**config.mk**
```make
export PLATFORM = sky130hd
export DESIGN_NAME = seq_reorder_ack_nack_receiver_unit_flat
export DESIGN_NICKNAME = d
export VERILOG_FILES = /design/src/hdl/srr_pkg.sv /design/src/hdl/srr_ifs.sv /design/src/hdl/srr_apb_regs.sv /design/src/hdl/srr_out_stage.sv /design/src/hdl/srr_engine.sv /design/src/hdl/seq_reorder_ack_nack_receiver_unit.sv /design/src/flat_wrapper.sv
export SDC_FILE = /design/constraint.sdc
export NUM_CORES = 2
export LEC_CHECK = 0
export BUFFER_PORTS_ARGS = -buffer_cell sky130_fd_sc_hd__buf_2
export CAP_MARGIN = 20
export CORE_MARGIN = 8
export CORE_UTILIZATION = 55
export DETAILED_ROUTE_END_ITERATION = 8
export GPL_TIMING_DRIVEN = 0
export MAX_ROUTING_LAYER = met4
export PLACE_DENSITY_LB_ADDON = 0.15
export SKIP_LAST_GASP = 1
export SLEW_MARGIN = 40
export SYNTH_ARGS = -nofsm -noshare
export SYNTH_HDL_FRONTEND = slang
export SYNTH_SLANG_ARGS = --single-unit
```
**constraint.sdc**
```tcl
create_clock -name clk -period 6.1 [get_ports clk]
set_clock_uncertainty 0.2 [all_clocks]
set_input_delay 0.61 -clock clk [delete_from_list [all_inputs] [get_ports clk]]
set_output_delay 0.61 -clock clk [all_outputs]
set_load 0.05 [all_outputs]
```
**src/hdl/srr_pkg.sv**
```systemverilog
// Shared types and constants of the sequence reorder receiver.
package srr_pkg;

  localparam int CLIENT_W = 3;
  localparam int SEQ_W    = 16;
  localparam int CMD_W    = 8;
  localparam int LOST_W   = 16;
  localparam int KIND_W   = 2;
  localparam int PADDR_W  = 3;
  localparam int PDATA_W  = 32;

  localparam logic [LOST_W-1:0] LOST_MAX = '1;

  localparam logic REG_ACK_NACK_ENABLE = 1'b0;

  typedef enum logic [KIND_W-1:0] {
    KIND_ACK,
    KIND_NACK,
    KIND_DELIVER,
    KIND_DROP
  } kind_t;

  typedef enum logic [3:0] {
    ST_CLEAR,
    ST_IDLE,
    ST_FETCH,
    ST_NACK,
    ST_HOLD,
    ST_DROP,
    ST_DELIV0,
    ST_DELIV,
    ST_FINISH
  } state_t;

  typedef struct packed {
    kind_t               kind;
    logic [CLIENT_W-1:0] client;
    logic [SEQ_W-1:0]    seq;
    logic [CMD_W-1:0]    cmd;
    logic [LOST_W-1:0]   lost;
    logic                last;
  } res_t;

  typedef struct packed {
    logic push;
    logic flush;
    res_t res;
  } ostage_ctl_t;

endpackage

```
**src/hdl/srr_ifs.sv**
```systemverilog
// Valid/ready channel interfaces for packets in and results out.
interface srr_pkt_if;
  logic                          valid;
  logic                          ready;
  logic [srr_pkg::CLIENT_W-1:0]  client_id;
  logic [srr_pkg::SEQ_W-1:0]     seq;
  logic [srr_pkg::CMD_W-1:0]     command;

  modport source(output valid, output client_id, output seq, output command, input ready);
  modport sink(input valid, input client_id, input seq, input command, output ready);
endinterface

interface srr_res_if;
  logic                          valid;
  logic                          ready;
  logic [srr_pkg::KIND_W-1:0]    kind;
  logic [srr_pkg::CLIENT_W-1:0]  out_client;
  logic [srr_pkg::SEQ_W-1:0]     out_seq;
  logic [srr_pkg::CMD_W-1:0]     out_command;
  logic [srr_pkg::LOST_W-1:0]    lost_now;
  logic                          last;

  modport source(output valid, output kind, output out_client, output out_seq,
                 output out_command, output lost_now, output last, input ready);
  modport sink(input valid, input kind, input out_client, input out_seq,
               input out_command, input lost_now, input last, output ready);
endinterface

```
**src/hdl/srr_apb_regs.sv**
```systemverilog
// APB configuration register holding the ACK/NACK enable.
module srr_apb_regs (
  input  logic                         clk,
  input  logic                         rst,
  input  logic                         psel,
  input  logic                         penable,
  input  logic                         pwrite,
  input  logic [srr_pkg::PADDR_W-1:0]  paddr,
  input  logic [srr_pkg::PDATA_W-1:0]  pwdata,
  output logic [srr_pkg::PDATA_W-1:0]  prdata,
  output logic                         pready,
  output logic                         ack_nack_enable
);

  logic reg_idx;

  assign reg_idx = paddr[srr_pkg::PADDR_W-1];
  assign pready  = 1'b1;

  always_ff @(posedge clk) begin
    if (rst) begin
      ack_nack_enable <= 1'b1;
    end else if (psel && penable && pwrite && pready &&
                 (reg_idx == srr_pkg::REG_ACK_NACK_ENABLE)) begin
      ack_nack_enable <= pwdata[0];
    end
  end

  always_comb begin
    unique case (reg_idx)
      srr_pkg::REG_ACK_NACK_ENABLE: begin
        prdata = {{(srr_pkg::PDATA_W-1){1'b0}}, ack_nack_enable};
      end
      default: begin
        prdata = '0;
      end
    endcase
  end

endmodule

```
**src/hdl/srr_out_stage.sv**
```systemverilog
// Pending result register and output register that mark the last result of a packet.
module srr_out_stage (
  input  logic                 clk,
  input  logic                 rst,
  input  srr_pkg::ostage_ctl_t ctl,
  output logic                 room,
  srr_res_if.source            out_ch
);

  logic          pend_v;
  srr_pkg::res_t pend;
  srr_pkg::res_t pend_tail;
  logic          out_v;
  srr_pkg::res_t out_r;
  logic          can_emit;
  logic          move;

  assign can_emit = !out_v || out_ch.ready;
  assign room     = !pend_v || can_emit;
  assign move     = pend_v && can_emit && (ctl.push || ctl.flush);

  always_comb begin
    pend_tail      = pend;
    pend_tail.last = ctl.flush;
  end

  always_ff @(posedge clk) begin
    if (rst) begin
      pend_v <= 1'b0;
      out_v  <= 1'b0;
    end else begin
      if (move) begin
        out_v <= 1'b1;
      end else if (out_ch.ready) begin
        out_v <= 1'b0;
      end
      if (ctl.push && room) begin
        pend_v <= 1'b1;
      end else if (ctl.flush && room) begin
        pend_v <= 1'b0;
      end
    end
  end

  always_ff @(posedge clk) begin
    if (move) begin
      out_r <= pend_tail;
    end
    if (ctl.push && room) begin
      pend <= ctl.res;
    end
  end

  assign out_ch.valid       = out_v;
  assign out_ch.kind        = out_r.kind;
  assign out_ch.out_client  = out_r.client;
  assign out_ch.out_seq     = out_r.seq;
  assign out_ch.out_command = out_r.cmd;
  assign out_ch.lost_now    = out_r.lost;
  assign out_ch.last        = out_r.last;

endmodule

```
**src/hdl/srr_engine.sv**
```systemverilog
// Sequencer with the per-client state memory and the reorder window memory.
module srr_engine #(
  parameter int CLIENTS  = 8,
  parameter int WINDOW   = 16,
  parameter int SEQ_BITS = 16
) (
  input  logic                 clk,
  input  logic                 rst,
  input  logic                 ack_nack_enable,
  srr_pkt_if.sink              in_ch,
  output srr_pkg::ostage_ctl_t ctl,
  input  logic                 room
);

  localparam int CIW    = (CLIENTS > 1) ? $clog2(CLIENTS) : 1;
  localparam int HW     = $clog2(WINDOW);
  localparam int HDEPTH = CLIENTS * WINDOW;
  localparam int HAW    = $clog2(HDEPTH);
  localparam int SW     = SEQ_BITS;
  localparam int HDW    = srr_pkg::CMD_W + 1;

  localparam logic [SW-1:0] SEQ_MAX = '1;

  typedef struct packed {
    logic [SW-1:0]                ne;
    logic [srr_pkg::LOST_W-1:0]   lost;
    logic [HW-1:0]                head;
  } crec_t;

  function automatic logic [SW-1:0] seq_in(input logic [srr_pkg::SEQ_W-1:0] v);
    logic [SW+srr_pkg::SEQ_W-1:0] x;
    x = {{SW{1'b0}}, v};
    return x[SW-1:0];
  endfunction

  function automatic logic [srr_pkg::SEQ_W-1:0] seq_out(input logic [SW-1:0] v);
    logic [SW+srr_pkg::SEQ_W-1:0] x;
    x = {{srr_pkg::SEQ_W{1'b0}}, v};
    return x[srr_pkg::SEQ_W-1:0];
  endfunction

  function automatic logic [HW-1:0] slot_inc(input logic [HW-1:0] v);
    return (v == HW'(WINDOW - 1)) ? '0 : v + 1'b1;
  endfunction

  crec_t              cmem [CLIENTS];
  crec_t              c_rdata;
  crec_t              c_wdata;
  logic               c_re;
  logic               c_we;
  logic [CIW-1:0]     c_raddr;
  logic [CIW-1:0]     c_waddr;

  logic [HDW-1:0]     hmem [HDEPTH];
  logic [HDW-1:0]     h_rdata;
  logic [HDW-1:0]     h_wdata;
  logic               h_re;
  logic               h_we;
  logic [HAW-1:0]     h_raddr;
  logic [HAW-1:0]     h_waddr;

  srr_pkg::state_t    state;
  srr_pkg::state_t    state_next;
  logic [HAW-1:0]     clr;
  logic [HAW-1:0]     clr_next;

  logic [srr_pkg::CLIENT_W-1:0] c_reg;
  logic [CIW-1:0]               cidx_reg;
  logic [HAW-1:0]               base_reg;
  logic [SW-1:0]                s_reg;
  logic [srr_pkg::CMD_W-1:0]    cmd_reg;
  logic                         en_reg;

  logic [SW-1:0]                e_reg;
  logic [SW-1:0]                e_next;
  logic [srr_pkg::LOST_W-1:0]   lost_reg;
  logic [srr_pkg::LOST_W-1:0]   lost_next;
  logic [HW-1:0]                head_reg;
  logic [HW-1:0]                head_next;
  logic [SW-1:0]                m_reg;
  logic [SW-1:0]                m_next;
  logic [HW-1:0]                mslot_reg;
  logic [HW-1:0]                mslot_next;
  logic [HW-1:0]                hslot_reg;
  logic [HW-1:0]                hslot_next;

  logic [CIW+2:0]               cx;
  logic                         cval;
  logic [CIW-1:0]               cidx_w;
  logic                         in_fire;

  logic                         ahead;
  logic                         equal;
  logic                         beyond;
  logic [SW-1:0]                diff;
  logic [HW:0]                  hsum;
  logic [HW-1:0]                hslot_w;
  logic [srr_pkg::LOST_W-1:0]   lost_dec;
  logic [srr_pkg::LOST_W-1:0]   lost_inc;
  logic [SW-1:0]                m_inc;
  logic                         hv;
  logic                         clr_cli;

  assign cx       = {{CIW{1'b0}}, in_ch.client_id};
  assign cval     = cx < (CIW+3)'(CLIENTS);
  assign cidx_w   = cx[CIW-1:0];
  assign in_ch.ready = (state == srr_pkg::ST_IDLE);
  assign in_fire  = in_ch.valid && in_ch.ready;

  assign ahead    = s_reg > c_rdata.ne;
  assign equal    = s_reg == c_rdata.ne;
  assign diff     = s_reg - c_rdata.ne;
  assign beyond   = ahead && ({1'b0, diff} >= (SW+1)'(WINDOW));
  assign hsum     = {1'b0, c_rdata.head} + {1'b0, diff[HW-1:0]};
  assign hslot_w  = (hsum >= (HW+1)'(WINDOW)) ? HW'(hsum - (HW+1)'(WINDOW)) : hsum[HW-1:0];
  assign lost_dec = (en_reg && (c_rdata.lost != '0)) ? c_rdata.lost - 1'b1 : c_rdata.lost;
  assign lost_inc = (lost_reg == srr_pkg::LOST_MAX) ? lost_reg : lost_reg + 1'b1;
  assign m_inc    = m_reg + 1'b1;
  assign hv       = h_rdata[HDW-1];
  assign clr_cli  = {1'b0, clr} < (HAW+1)'(CLIENTS);

  always_ff @(posedge clk) begin
    if (c_we) begin
      cmem[c_waddr] <= c_wdata;
    end
    if (c_re) begin
      c_rdata <= cmem[c_raddr];
    end
  end

  always_ff @(posedge clk) begin
    if (h_we) begin
      hmem[h_waddr] <= h_wdata;
    end
    if (h_re) begin
      h_rdata <= hmem[h_raddr];
    end
  end

  always_ff @(posedge clk) begin
    if (rst) begin
      state <= srr_pkg::ST_CLEAR;
      clr   <= '0;
    end else begin
      state <= state_next;
      clr   <= clr_next;
    end
  end

  always_ff @(posedge clk) begin
    if (in_fire) begin
      c_reg    <= in_ch.client_id;
      cidx_reg <= cidx_w;
      base_reg <= HAW'(HAW'(cidx_w) * HAW'(WINDOW));
      s_reg    <= seq_in(in_ch.seq);
      cmd_reg  <= in_ch.command;
      en_reg   <= ack_nack_enable;
    end
    e_reg     <= e_next;
    lost_reg  <= lost_next;
    head_reg  <= head_next;
    m_reg     <= m_next;
    mslot_reg <= mslot_next;
    hslot_reg <= hslot_next;
  end

  always_comb begin
    state_next = state;
    clr_next   = clr;
    e_next     = e_reg;
    lost_next  = lost_reg;
    head_next  = head_reg;
    m_next     = m_reg;
    mslot_next = mslot_reg;
    hslot_next = hslot_reg;

    ctl            = '0;
    ctl.res.kind   = srr_pkg::KIND_ACK;
    ctl.res.client = c_reg;
    ctl.res.lost   = lost_reg;

    c_re    = 1'b0;
    c_raddr = cidx_w;
    c_we    = 1'b0;
    c_waddr = cidx_reg;
    c_wdata = '{ne: e_reg, lost: lost_reg, head: head_reg};
    h_re    = 1'b0;
    h_raddr = base_reg + HAW'(mslot_reg);
    h_we    = 1'b0;
    h_waddr = base_reg + HAW'(head_reg);
    h_wdata = '0;

    unique case (state)
      srr_pkg::ST_CLEAR: begin
        h_we     = 1'b1;
        h_waddr  = clr;
        c_we     = clr_cli;
        c_waddr  = clr[CIW-1:0];
        c_wdata  = '{ne: SW'(1), lost: '0, head: HW'(1)};
        clr_next = clr + 1'b1;
        if (clr == HAW'(HDEPTH - 1)) begin
          state_next = srr_pkg::ST_IDLE;
        end
      end
      srr_pkg::ST_IDLE: begin
        if (in_fire && cval) begin
          c_re       = 1'b1;
          state_next = srr_pkg::ST_FETCH;
        end
      end
      srr_pkg::ST_FETCH: begin
        e_next       = c_rdata.ne;
        head_next    = c_rdata.head;
        lost_next    = lost_dec;
        m_next       = c_rdata.ne;
        mslot_next   = c_rdata.head;
        hslot_next   = hslot_w;
        ctl.push     = en_reg;
        ctl.res.kind = srr_pkg::KIND_ACK;
        ctl.res.seq  = seq_out(s_reg);
        ctl.res.lost = lost_dec;
        if (!en_reg || room) begin
          priority if (beyond) begin
            state_next = srr_pkg::ST_DROP;
          end else if (ahead && en_reg) begin
            h_re       = 1'b1;
            h_raddr    = base_reg + HAW'(c_rdata.head);
            state_next = srr_pkg::ST_NACK;
          end else if (ahead) begin
            state_next = srr_pkg::ST_HOLD;
          end else if (equal) begin
            state_next = srr_pkg::ST_DELIV0;
          end else begin
            state_next = srr_pkg::ST_FINISH;
          end
        end
      end
      srr_pkg::ST_NACK: begin
        ctl.push     = !hv;
        ctl.res.kind = srr_pkg::KIND_NACK;
        ctl.res.seq  = seq_out(m_reg);
        ctl.res.lost = lost_inc;
        if (hv || room) begin
          if (!hv) begin
            lost_next = lost_inc;
          end
          m_next     = m_inc;
          mslot_next = slot_inc(mslot_reg);
          if (m_inc == s_reg) begin
            state_next = srr_pkg::ST_HOLD;
          end else begin
            h_re    = 1'b1;
            h_raddr = base_reg + HAW'(slot_inc(mslot_reg));
          end
        end
      end
      srr_pkg::ST_HOLD: begin
        h_we       = 1'b1;
        h_waddr    = base_reg + HAW'(hslot_reg);
        h_wdata    = {1'b1, cmd_reg};
        state_next = srr_pkg::ST_FINISH;
      end
      srr_pkg::ST_DROP: begin
        ctl.push     = 1'b1;
        ctl.res.kind = srr_pkg::KIND_DROP;
        ctl.res.seq  = seq_out(s_reg);
        if (room) begin
          state_next = srr_pkg::ST_FINISH;
        end
      end
      srr_pkg::ST_DELIV0: begin
        ctl.push     = 1'b1;
        ctl.res.kind = srr_pkg::KIND_DELIVER;
        ctl.res.seq  = seq_out(e_reg);
        ctl.res.cmd  = cmd_reg;
        if (room) begin
          h_we = 1'b1;
          if (e_reg == SEQ_MAX) begin
            state_next = srr_pkg::ST_FINISH;
          end else begin
            e_next     = e_reg + 1'b1;
            head_next  = slot_inc(head_reg);
            h_re       = 1'b1;
            h_raddr    = base_reg + HAW'(slot_inc(head_reg));
            state_next = srr_pkg::ST_DELIV;
          end
        end
      end
      srr_pkg::ST_DELIV: begin
        ctl.push     = hv;
        ctl.res.kind = srr_pkg::KIND_DELIVER;
        ctl.res.seq  = seq_out(e_reg);
        ctl.res.cmd  = h_rdata[srr_pkg::CMD_W-1:0];
        if (!hv) begin
          state_next = srr_pkg::ST_FINISH;
        end else if (room) begin
          h_we = 1'b1;
          if (e_reg == SEQ_MAX) begin
            state_next = srr_pkg::ST_FINISH;
          end else begin
            e_next    = e_reg + 1'b1;
            head_next = slot_inc(head_reg);
            h_re      = 1'b1;
            h_raddr   = base_reg + HAW'(slot_inc(head_reg));
          end
        end
      end
      srr_pkg::ST_FINISH: begin
        c_we      = 1'b1;
        ctl.flush = 1'b1;
        if (room) begin
          state_next = srr_pkg::ST_IDLE;
        end
      end
      default: begin
        state_next = srr_pkg::ST_IDLE;
      end
    endcase
  end

`ifndef NO_ASSERTIONS
  a_no_rw_clash: assert property (@(posedge clk) disable iff (rst)
    !(h_we && h_re && (h_waddr == h_raddr)))
    else $error("Reorder store read and written at the same entry.");

  a_fetch_after_accept: assert property (@(posedge clk) disable iff (rst)
    (in_fire && cval) |=> (state == srr_pkg::ST_FETCH))
    else $error("Accepted item did not fetch its client state.");

  a_nack_bound: assert property (@(posedge clk) disable iff (rst)
    (state == srr_pkg::ST_NACK) |-> (m_reg < s_reg))
    else $error("NACK walk ran past the held sequence number.");

  a_deliv_bound: assert property (@(posedge clk) disable iff (rst)
    (state == srr_pkg::ST_DELIV) |-> (e_reg > s_reg))
    else $error("Delivery walk fell behind the arriving sequence number.");
`endif

endmodule

```
**src/hdl/seq_reorder_ack_nack_receiver_unit.sv**
```systemverilog
// Top level of the per-client selective-repeat receiver with reorder window.
//
//   Channel  Direction  Handshake         Carries
//   in_ch    sink       valid/ready       client_id, seq, command
//   out_ch   source     valid/ready       kind, out_client, out_seq, out_command,
//                                         lost_now, last
//   APB      slave      psel/penable      ack_nack_enable at byte address 0
//
// An item passes through accept, state fetch and write back, with a drop step between for a
// packet beyond the window, a walk over each number below an ahead packet with acks on and a
// store of it, or a delivery of each in-order item and a read that ends the run.
// After reset a clearing pass over all CLIENTS*WINDOW reorder entries (128 by default) runs
// before the first item is accepted; configuration writes are taken throughout.
// When out_ch stalls, the walk holds in place until the output register frees.
module seq_reorder_ack_nack_receiver_unit #(
  parameter int CLIENTS  = 8,
  parameter int WINDOW   = 16,
  parameter int SEQ_BITS = 16
) (
  input  logic                         clk,
  input  logic                         rst,
  srr_pkt_if.sink                      in_ch,
  srr_res_if.source                    out_ch,
  input  logic                         psel,
  input  logic                         penable,
  input  logic                         pwrite,
  input  logic [srr_pkg::PADDR_W-1:0]  paddr,
  input  logic [srr_pkg::PDATA_W-1:0]  pwdata,
  output logic [srr_pkg::PDATA_W-1:0]  prdata,
  output logic                         pready
);

  logic                 ack_nack_enable;
  srr_pkg::ostage_ctl_t ctl;
  logic                 room;

  srr_apb_regs u_regs (
    .clk             (clk),
    .rst             (rst),
    .psel            (psel),
    .penable         (penable),
    .pwrite          (pwrite),
    .paddr           (paddr),
    .pwdata          (pwdata),
    .prdata          (prdata),
    .pready          (pready),
    .ack_nack_enable (ack_nack_enable)
  );

  srr_engine #(
    .CLIENTS  (CLIENTS),
    .WINDOW   (WINDOW),
    .SEQ_BITS (SEQ_BITS)
  ) u_engine (
    .clk             (clk),
    .rst             (rst),
    .ack_nack_enable (ack_nack_enable),
    .in_ch           (in_ch),
    .ctl             (ctl),
    .room            (room)
  );

  srr_out_stage u_out (
    .clk    (clk),
    .rst    (rst),
    .ctl    (ctl),
    .room   (room),
    .out_ch (out_ch)
  );

endmodule
```
**src/flat_wrapper.sv**
```systemverilog
// flat-port wrapper written by rule: the top's interface ports become plain ports
module seq_reorder_ack_nack_receiver_unit_flat 
#(
  parameter int CLIENTS  = 8,
  parameter int WINDOW   = 16,
  parameter int SEQ_BITS = 16
)
  (clk, rst, psel, penable, pwrite, paddr, pwdata, prdata, pready, in_ch_valid, in_ch_client_id, in_ch_seq, in_ch_command, in_ch_ready, out_ch_valid, out_ch_kind, out_ch_out_client, out_ch_out_seq, out_ch_out_command, out_ch_lost_now, out_ch_last, out_ch_ready);
  srr_pkt_if in_ch_i ();
  srr_res_if out_ch_i ();
  input  logic clk;
  input  logic rst;
  input  logic psel;
  input  logic penable;
  input  logic pwrite;
  input  logic [srr_pkg::PADDR_W-1:0] paddr;
  input  logic [srr_pkg::PDATA_W-1:0] pwdata;
  output logic [srr_pkg::PDATA_W-1:0] prdata;
  output logic pready;
  input wire logic [$bits(in_ch_i.valid)-1:0] in_ch_valid;
  input wire logic [$bits(in_ch_i.client_id)-1:0] in_ch_client_id;
  input wire logic [$bits(in_ch_i.seq)-1:0] in_ch_seq;
  input wire logic [$bits(in_ch_i.command)-1:0] in_ch_command;
  output wire logic [$bits(in_ch_i.ready)-1:0] in_ch_ready;
  output wire logic [$bits(out_ch_i.valid)-1:0] out_ch_valid;
  output wire logic [$bits(out_ch_i.kind)-1:0] out_ch_kind;
  output wire logic [$bits(out_ch_i.out_client)-1:0] out_ch_out_client;
  output wire logic [$bits(out_ch_i.out_seq)-1:0] out_ch_out_seq;
  output wire logic [$bits(out_ch_i.out_command)-1:0] out_ch_out_command;
  output wire logic [$bits(out_ch_i.lost_now)-1:0] out_ch_lost_now;
  output wire logic [$bits(out_ch_i.last)-1:0] out_ch_last;
  input wire logic [$bits(out_ch_i.ready)-1:0] out_ch_ready;
  assign in_ch_i.valid = in_ch_valid;
  assign in_ch_i.client_id = in_ch_client_id;
  assign in_ch_i.seq = in_ch_seq;
  assign in_ch_i.command = in_ch_command;
  assign in_ch_ready = in_ch_i.ready;
  assign out_ch_valid = out_ch_i.valid;
  assign out_ch_kind = out_ch_i.kind;
  assign out_ch_out_client = out_ch_i.out_client;
  assign out_ch_out_seq = out_ch_i.out_seq;
  assign out_ch_out_command = out_ch_i.out_command;
  assign out_ch_lost_now = out_ch_i.lost_now;
  assign out_ch_last = out_ch_i.last;
  assign out_ch_i.ready = out_ch_ready;
  seq_reorder_ack_nack_receiver_unit #(.CLIENTS(CLIENTS), .WINDOW(WINDOW), .SEQ_BITS(SEQ_BITS)) u_core (.clk(clk), .rst(rst), .in_ch(in_ch_i), .out_ch(out_ch_i), .psel(psel), .penable(penable), .pwrite(pwrite), .paddr(paddr), .pwdata(pwdata), .prdata(prdata), .pready(pready));
endmodule
```
==> metrics list <==
- Outcome: finished with violations
- The checks that failed: DRC, setup timing.
* Cell-by-cell listing of the critical path: ha_1, fa_2, nor2b_2, o2111ai_2, a31oi_2, a211o_4, nand4_1, nand4b_1, or2_4, a211o_4, and2_1, buf_4, buf_6, buf_6, a2111oi_4, a311oi_4, a32oi_2, o2111a_2, nand4_1
* End of the worst register-to-register path: u_core.u_engine.h_rdata[7]
* Sequential fraction of design power: roughly 55%
- Number of I/O port buffers: 84
- Design Area, Final: roughly 82000 sq um
- DRT Pass-1 Iters: 9
- The worst setup path is launched from a flip-flop.
- Critical Path End Type: flip-flop
* Final Routed Wirelength: 226 mm
- In the final layout, flip-flops and latches occupy 50200 sq um.
* Internal reg-to-reg setup slack: -0.1 ns
- In this run the static leakage power is 27.9 nW.
* Worst setup path startpoint: u_core.u_engine.c_rdata[20]
- The final number of hold-violating endpoints came to 0.
- The clock passes through at most 3 buffers.
- Flop and latch count out of synthesis: 1678
- Wire per inst: 32.5 microns
- After detailed routing, the number of vias per cell comes to 6.74.
- The first global-routing pass estimated 315 mm of wire.
- The clock network accounts for 43.1% of the total power.
- Register with the highest flop count: u_core.u_engine.hmem
- Critical path endpoint: u_core.u_engine.h_rdata[7]
- TritonCTS built the clock tree.
* Critical Path Slowest Stage Cell: sky130_fd_sc_hd__a2111oi_4
- Most used cells in the layout excluding fill and tap cells: 1664 x sky130_fd_sc_hd__edfxtp_1, 701 x sky130_fd_sc_hd__nand2_1, 182 x sky130_fd_sc_hd__nand3_1
- Post-place instance area: 73900 sq um
* Final GP Congestion: 1.01
* GRT overflow: 0
- The largest registers in the layout are u_core.u_engine.hmem (1152), u_core.u_engine.cmem (288), u_core.u_out.pend (45).
- Slew HR: about a third
- Total die area: 138000 sq um
- First DRT Iteration DRCs: 7651
- Clock transition at path regs: 0.06 ns
- The synthesized netlist occupies a cell area of 69800 sq um.
* DRC Markers: 2
* Adder-cell share of the synthesized area: 0.542%
* Number of top-level design ports: 150
- Peak supply drop: 0.315 mV
* CTS Root Cell: sky130_fd_sc_hd__clkbuf_16
- In this run, synthesis inferred between 1500 and 2000 flip-flops with an integrated enable.
- Counting flops with an async set or reset pin after synthesis yields a share of 0%.
* Number of setup violations in the final report: 5
* Worst flop-to-flop path startpoint: u_core.u_engine.c_rdata[20]
* Setup repair after global routing missed its margin: true
* Kind of path behind the tightest hold check: in -> reg
- For this run, the number of Yosys warnings is 0.
* Die Height: 372 microns
- From synthesis to final layout, the design area changed by 16.9%.
* Syn Inst Count: 4778
* Mean instance size in the synthesized netlist: 14.6 sq um
- Initial antenna violation count: 4
* Total number of vias: ~47000
* Switching part of the total power: 21.0%
* Internal power summed over all cells: between 0.015 and 0.02 W
- For the worst setup path, the data required time is 6.35 ns.
- Tmin final: 6.20 ns
- Slew of the pin with the lowest slew margin: 1.01 ns
* Max-slew violation count: 0
* Final clock period utilization by the worst path: 102%
* Primary flip-flop cell chosen by synthesis mapping: sky130_fd_sc_hd__edfxtp_1
* Critical path peak fanout: 10
- Once detail routing completed, the nets flagged for antenna violations numbered 0.
- Overall global routing resource usage: 32.8%
- For this design, the sink count on the clock tree is 1678.
- Entering global routing, the biggest net connects 58 pins.
* Share of total power in combinational logic: 2.4%
* Biggest cell delay along the critical path: 0.44 ns
* Fill cell total of the finished layout: 8958
* Fraction of final layout cells with drive strength greater than 1: 20.5%
* Area of the multi-input gates: 19400 sq um
* Part of the Yosys area used for sequential elements: 72.0%
* Most common library cell in the layout ignoring fill and taps: sky130_fd_sc_hd__edfxtp_1
* XOR/XNOR Fraction of Synth Area: less than 1%
- Post-layout total power: 0.0232 W
- Detailed placement ended at an HPWL of 155 mm.
- Row generation in the floorplan step produced 130 rows.
* Worst setup path class: reg -> reg
- Number of different library cells in the post-synthesis netlist: 88
* Core area: ~130000 sq um
- The clock tree synthesis step divided the H-tree into 4 levels.
- The initial utilization of the core area, before any placement, comes to between 50 and 60%.
* Mux share of post-synthesis cell area: 5.11%
- Largest family of logic cells by synthesized area: simple AND/OR/NAND/NOR gates
- Via count of the first global-routing pass: 43975
- Max-cap viol count: 0
* Achievable Freq: 161 MHz
- The worst register-to-register path has a depth of 19.
- The register with the most flip-flops in the layout has 1152 of them.
- Worst EP arrival: roughly 6.4 ns
- Across all setup checks in the final design, the least slack found is -0.0953 ns.
- Counting the buffers created by CTS gives 170.
* Worst-skew pair later-pin latency: 0.81 ns
* Net switching power: 0.00488 W
- The synthesized netlist devotes between 10% and 20% of its cell area to simple gates.
- Post-layout net count: 5284
* Fraction of the mapped netlist area in compound gates: 8.34%
* Horizontal die dimension: 372 microns
- Areal power density over the cells: around 280 nW/um^2
power groups by stage:
stage	Clock [W]	Sequential, W	Combinational, W
floorplan	0	0.0129	0.000298
global placement	0	0.0129	0.000448
detailed placement	0	0.0129	0.000511
CTS	0.0100	0.0127	0.000530
global route	0.0104	0.0127	0.000566
finish	0.0100	0.0127	0.000549
cell usage after synthesis, drive strengths merged (11+ instances only):
library cell	n	area, sq um
edfxtp	1664	50000
nand2	707	2660
nor2	231	901
buf	191	1090
nand3	188	941
clkbuf	153	574
and3	145	907
mux2i	139	1390
o21ai	135	676
a21oi	93	465
mux4	74	1670
a31oi	72	450
a211oi	71	551
a2111oi	69	642
inv	62	233
nand4	55	359
nor3	52	260
a32oi	50	438
nor2b	47	294
mux2	45	507
xnor2	38	333
xor2	32	280
ha	27	338
a221oi	26	228
a311oi	26	228
o211ai	25	188
nor4	23	159
a22o	22	193
a31o	20	175
a222oi	19	190
a41oi	18	158
a22oi	16	134
a21o	15	113
or4	15	113
dfxtp	14	280
nand2b	14	87.6
and2	13	81.3
o2111ai	13	114
o22ai	13	81.3
a211o	12	105
o21a	11	82.6
worst max-delay path, delay by kind of cell (launching register included):
kind	cells	cell delay [ns]
AOI/OAI and AO/OA	8	2.40
and+or+nand+nor	6	1.59
adders and majority gates	2	0.65
buffers and inverters	3	0.54
DFF	1	0.43
logic make-up after synthesis:
family	count (synthesis)
other	2
muxes	258
and+or+nand+nor	1545
buffers and inverters	406
adders and majority gates	29
DFF	1678
AOI/OAI and AO/OA	788
xor gates and xnor gates	72
per-layer routing:
metal	routed length, microns	vias up	share of wire (%)	global-route usage (%)
li1	-	19315	-	-
met2	96600	3499	43	45.9
met5	0	-	0	-
met4	12100	0	5.4	14.7
met1	87300	23419	39	44.7
met3	30200	674	13	9.77
how the worst min path moves through the flow:
stage / start / to / cells after the start
2_1_floorplan: u_core.u_out.pend[44] / u_core.u_out.out_ch.kind[0] / 0
3_3_place_gp: u_core.u_out.pend[28] / u_core.u_out.out_ch.out_seq[3] / 0
3_5_place_dp: u_core.u_out.pend[29] / u_core.u_out.out_ch.out_seq[4] / 0
4_1_cts: in_ch_valid / u_core.u_engine.c_rdata[1] / 2
5_1_grt: in_ch_valid / u_core.u_engine.c_rdata[33] / 2
6_report: in_ch_valid / u_core.u_engine.c_rdata[20] / 2
through the flow:
| step | setup slack [ns] | util (%) | TNS [ns] | instances | hold WS, ns |
|---|---|---|---|---|---|
| after floorplan | 0.978 | - | 0 | 4808 | 0.200 |
| after global routing | -0.125 | 64.9 | -0.612 | 6961 | 0.151 |
| after global placement | -1.78 | 57.6 | -1103.30 | 6542 | 0.201 |
| final | -0.0953 | 64.9 | -0.274 | 6963 | 0.169 |
| after CTS | -0.00840 | 64.3 | -0.00840 | 6952 | 0.132 |
| after detailed placement | -1.50 | 58.8 | -11.88 | 6595 | 0.205 |
area by class of cell:
type                       instances  share of cell area (%)
timing repair buffer             214                    2.59
clock buffer                     204                    5.47
inverter                          62                   0.285
buffer                           336                    2.75
sequential                      1678                    61.6
tap                             1650                    2.53
clock inverter                    93                   0.934
antenna                            2                 0.00614
multi-input combinational       2724                    23.8
timing repair:
action | 4_1_cts | 5_1_grt
pin swaps | 19 | 28
endpoints found under the hold margin | 32 | 0
endpoints found under the setup margin | 9 | 9
buffers inserted | 30 | 14
gates resized for setup | 323 | 129
hold buffers | 32 | 0
Note: power is estimated with default switching activity, not from simulation.
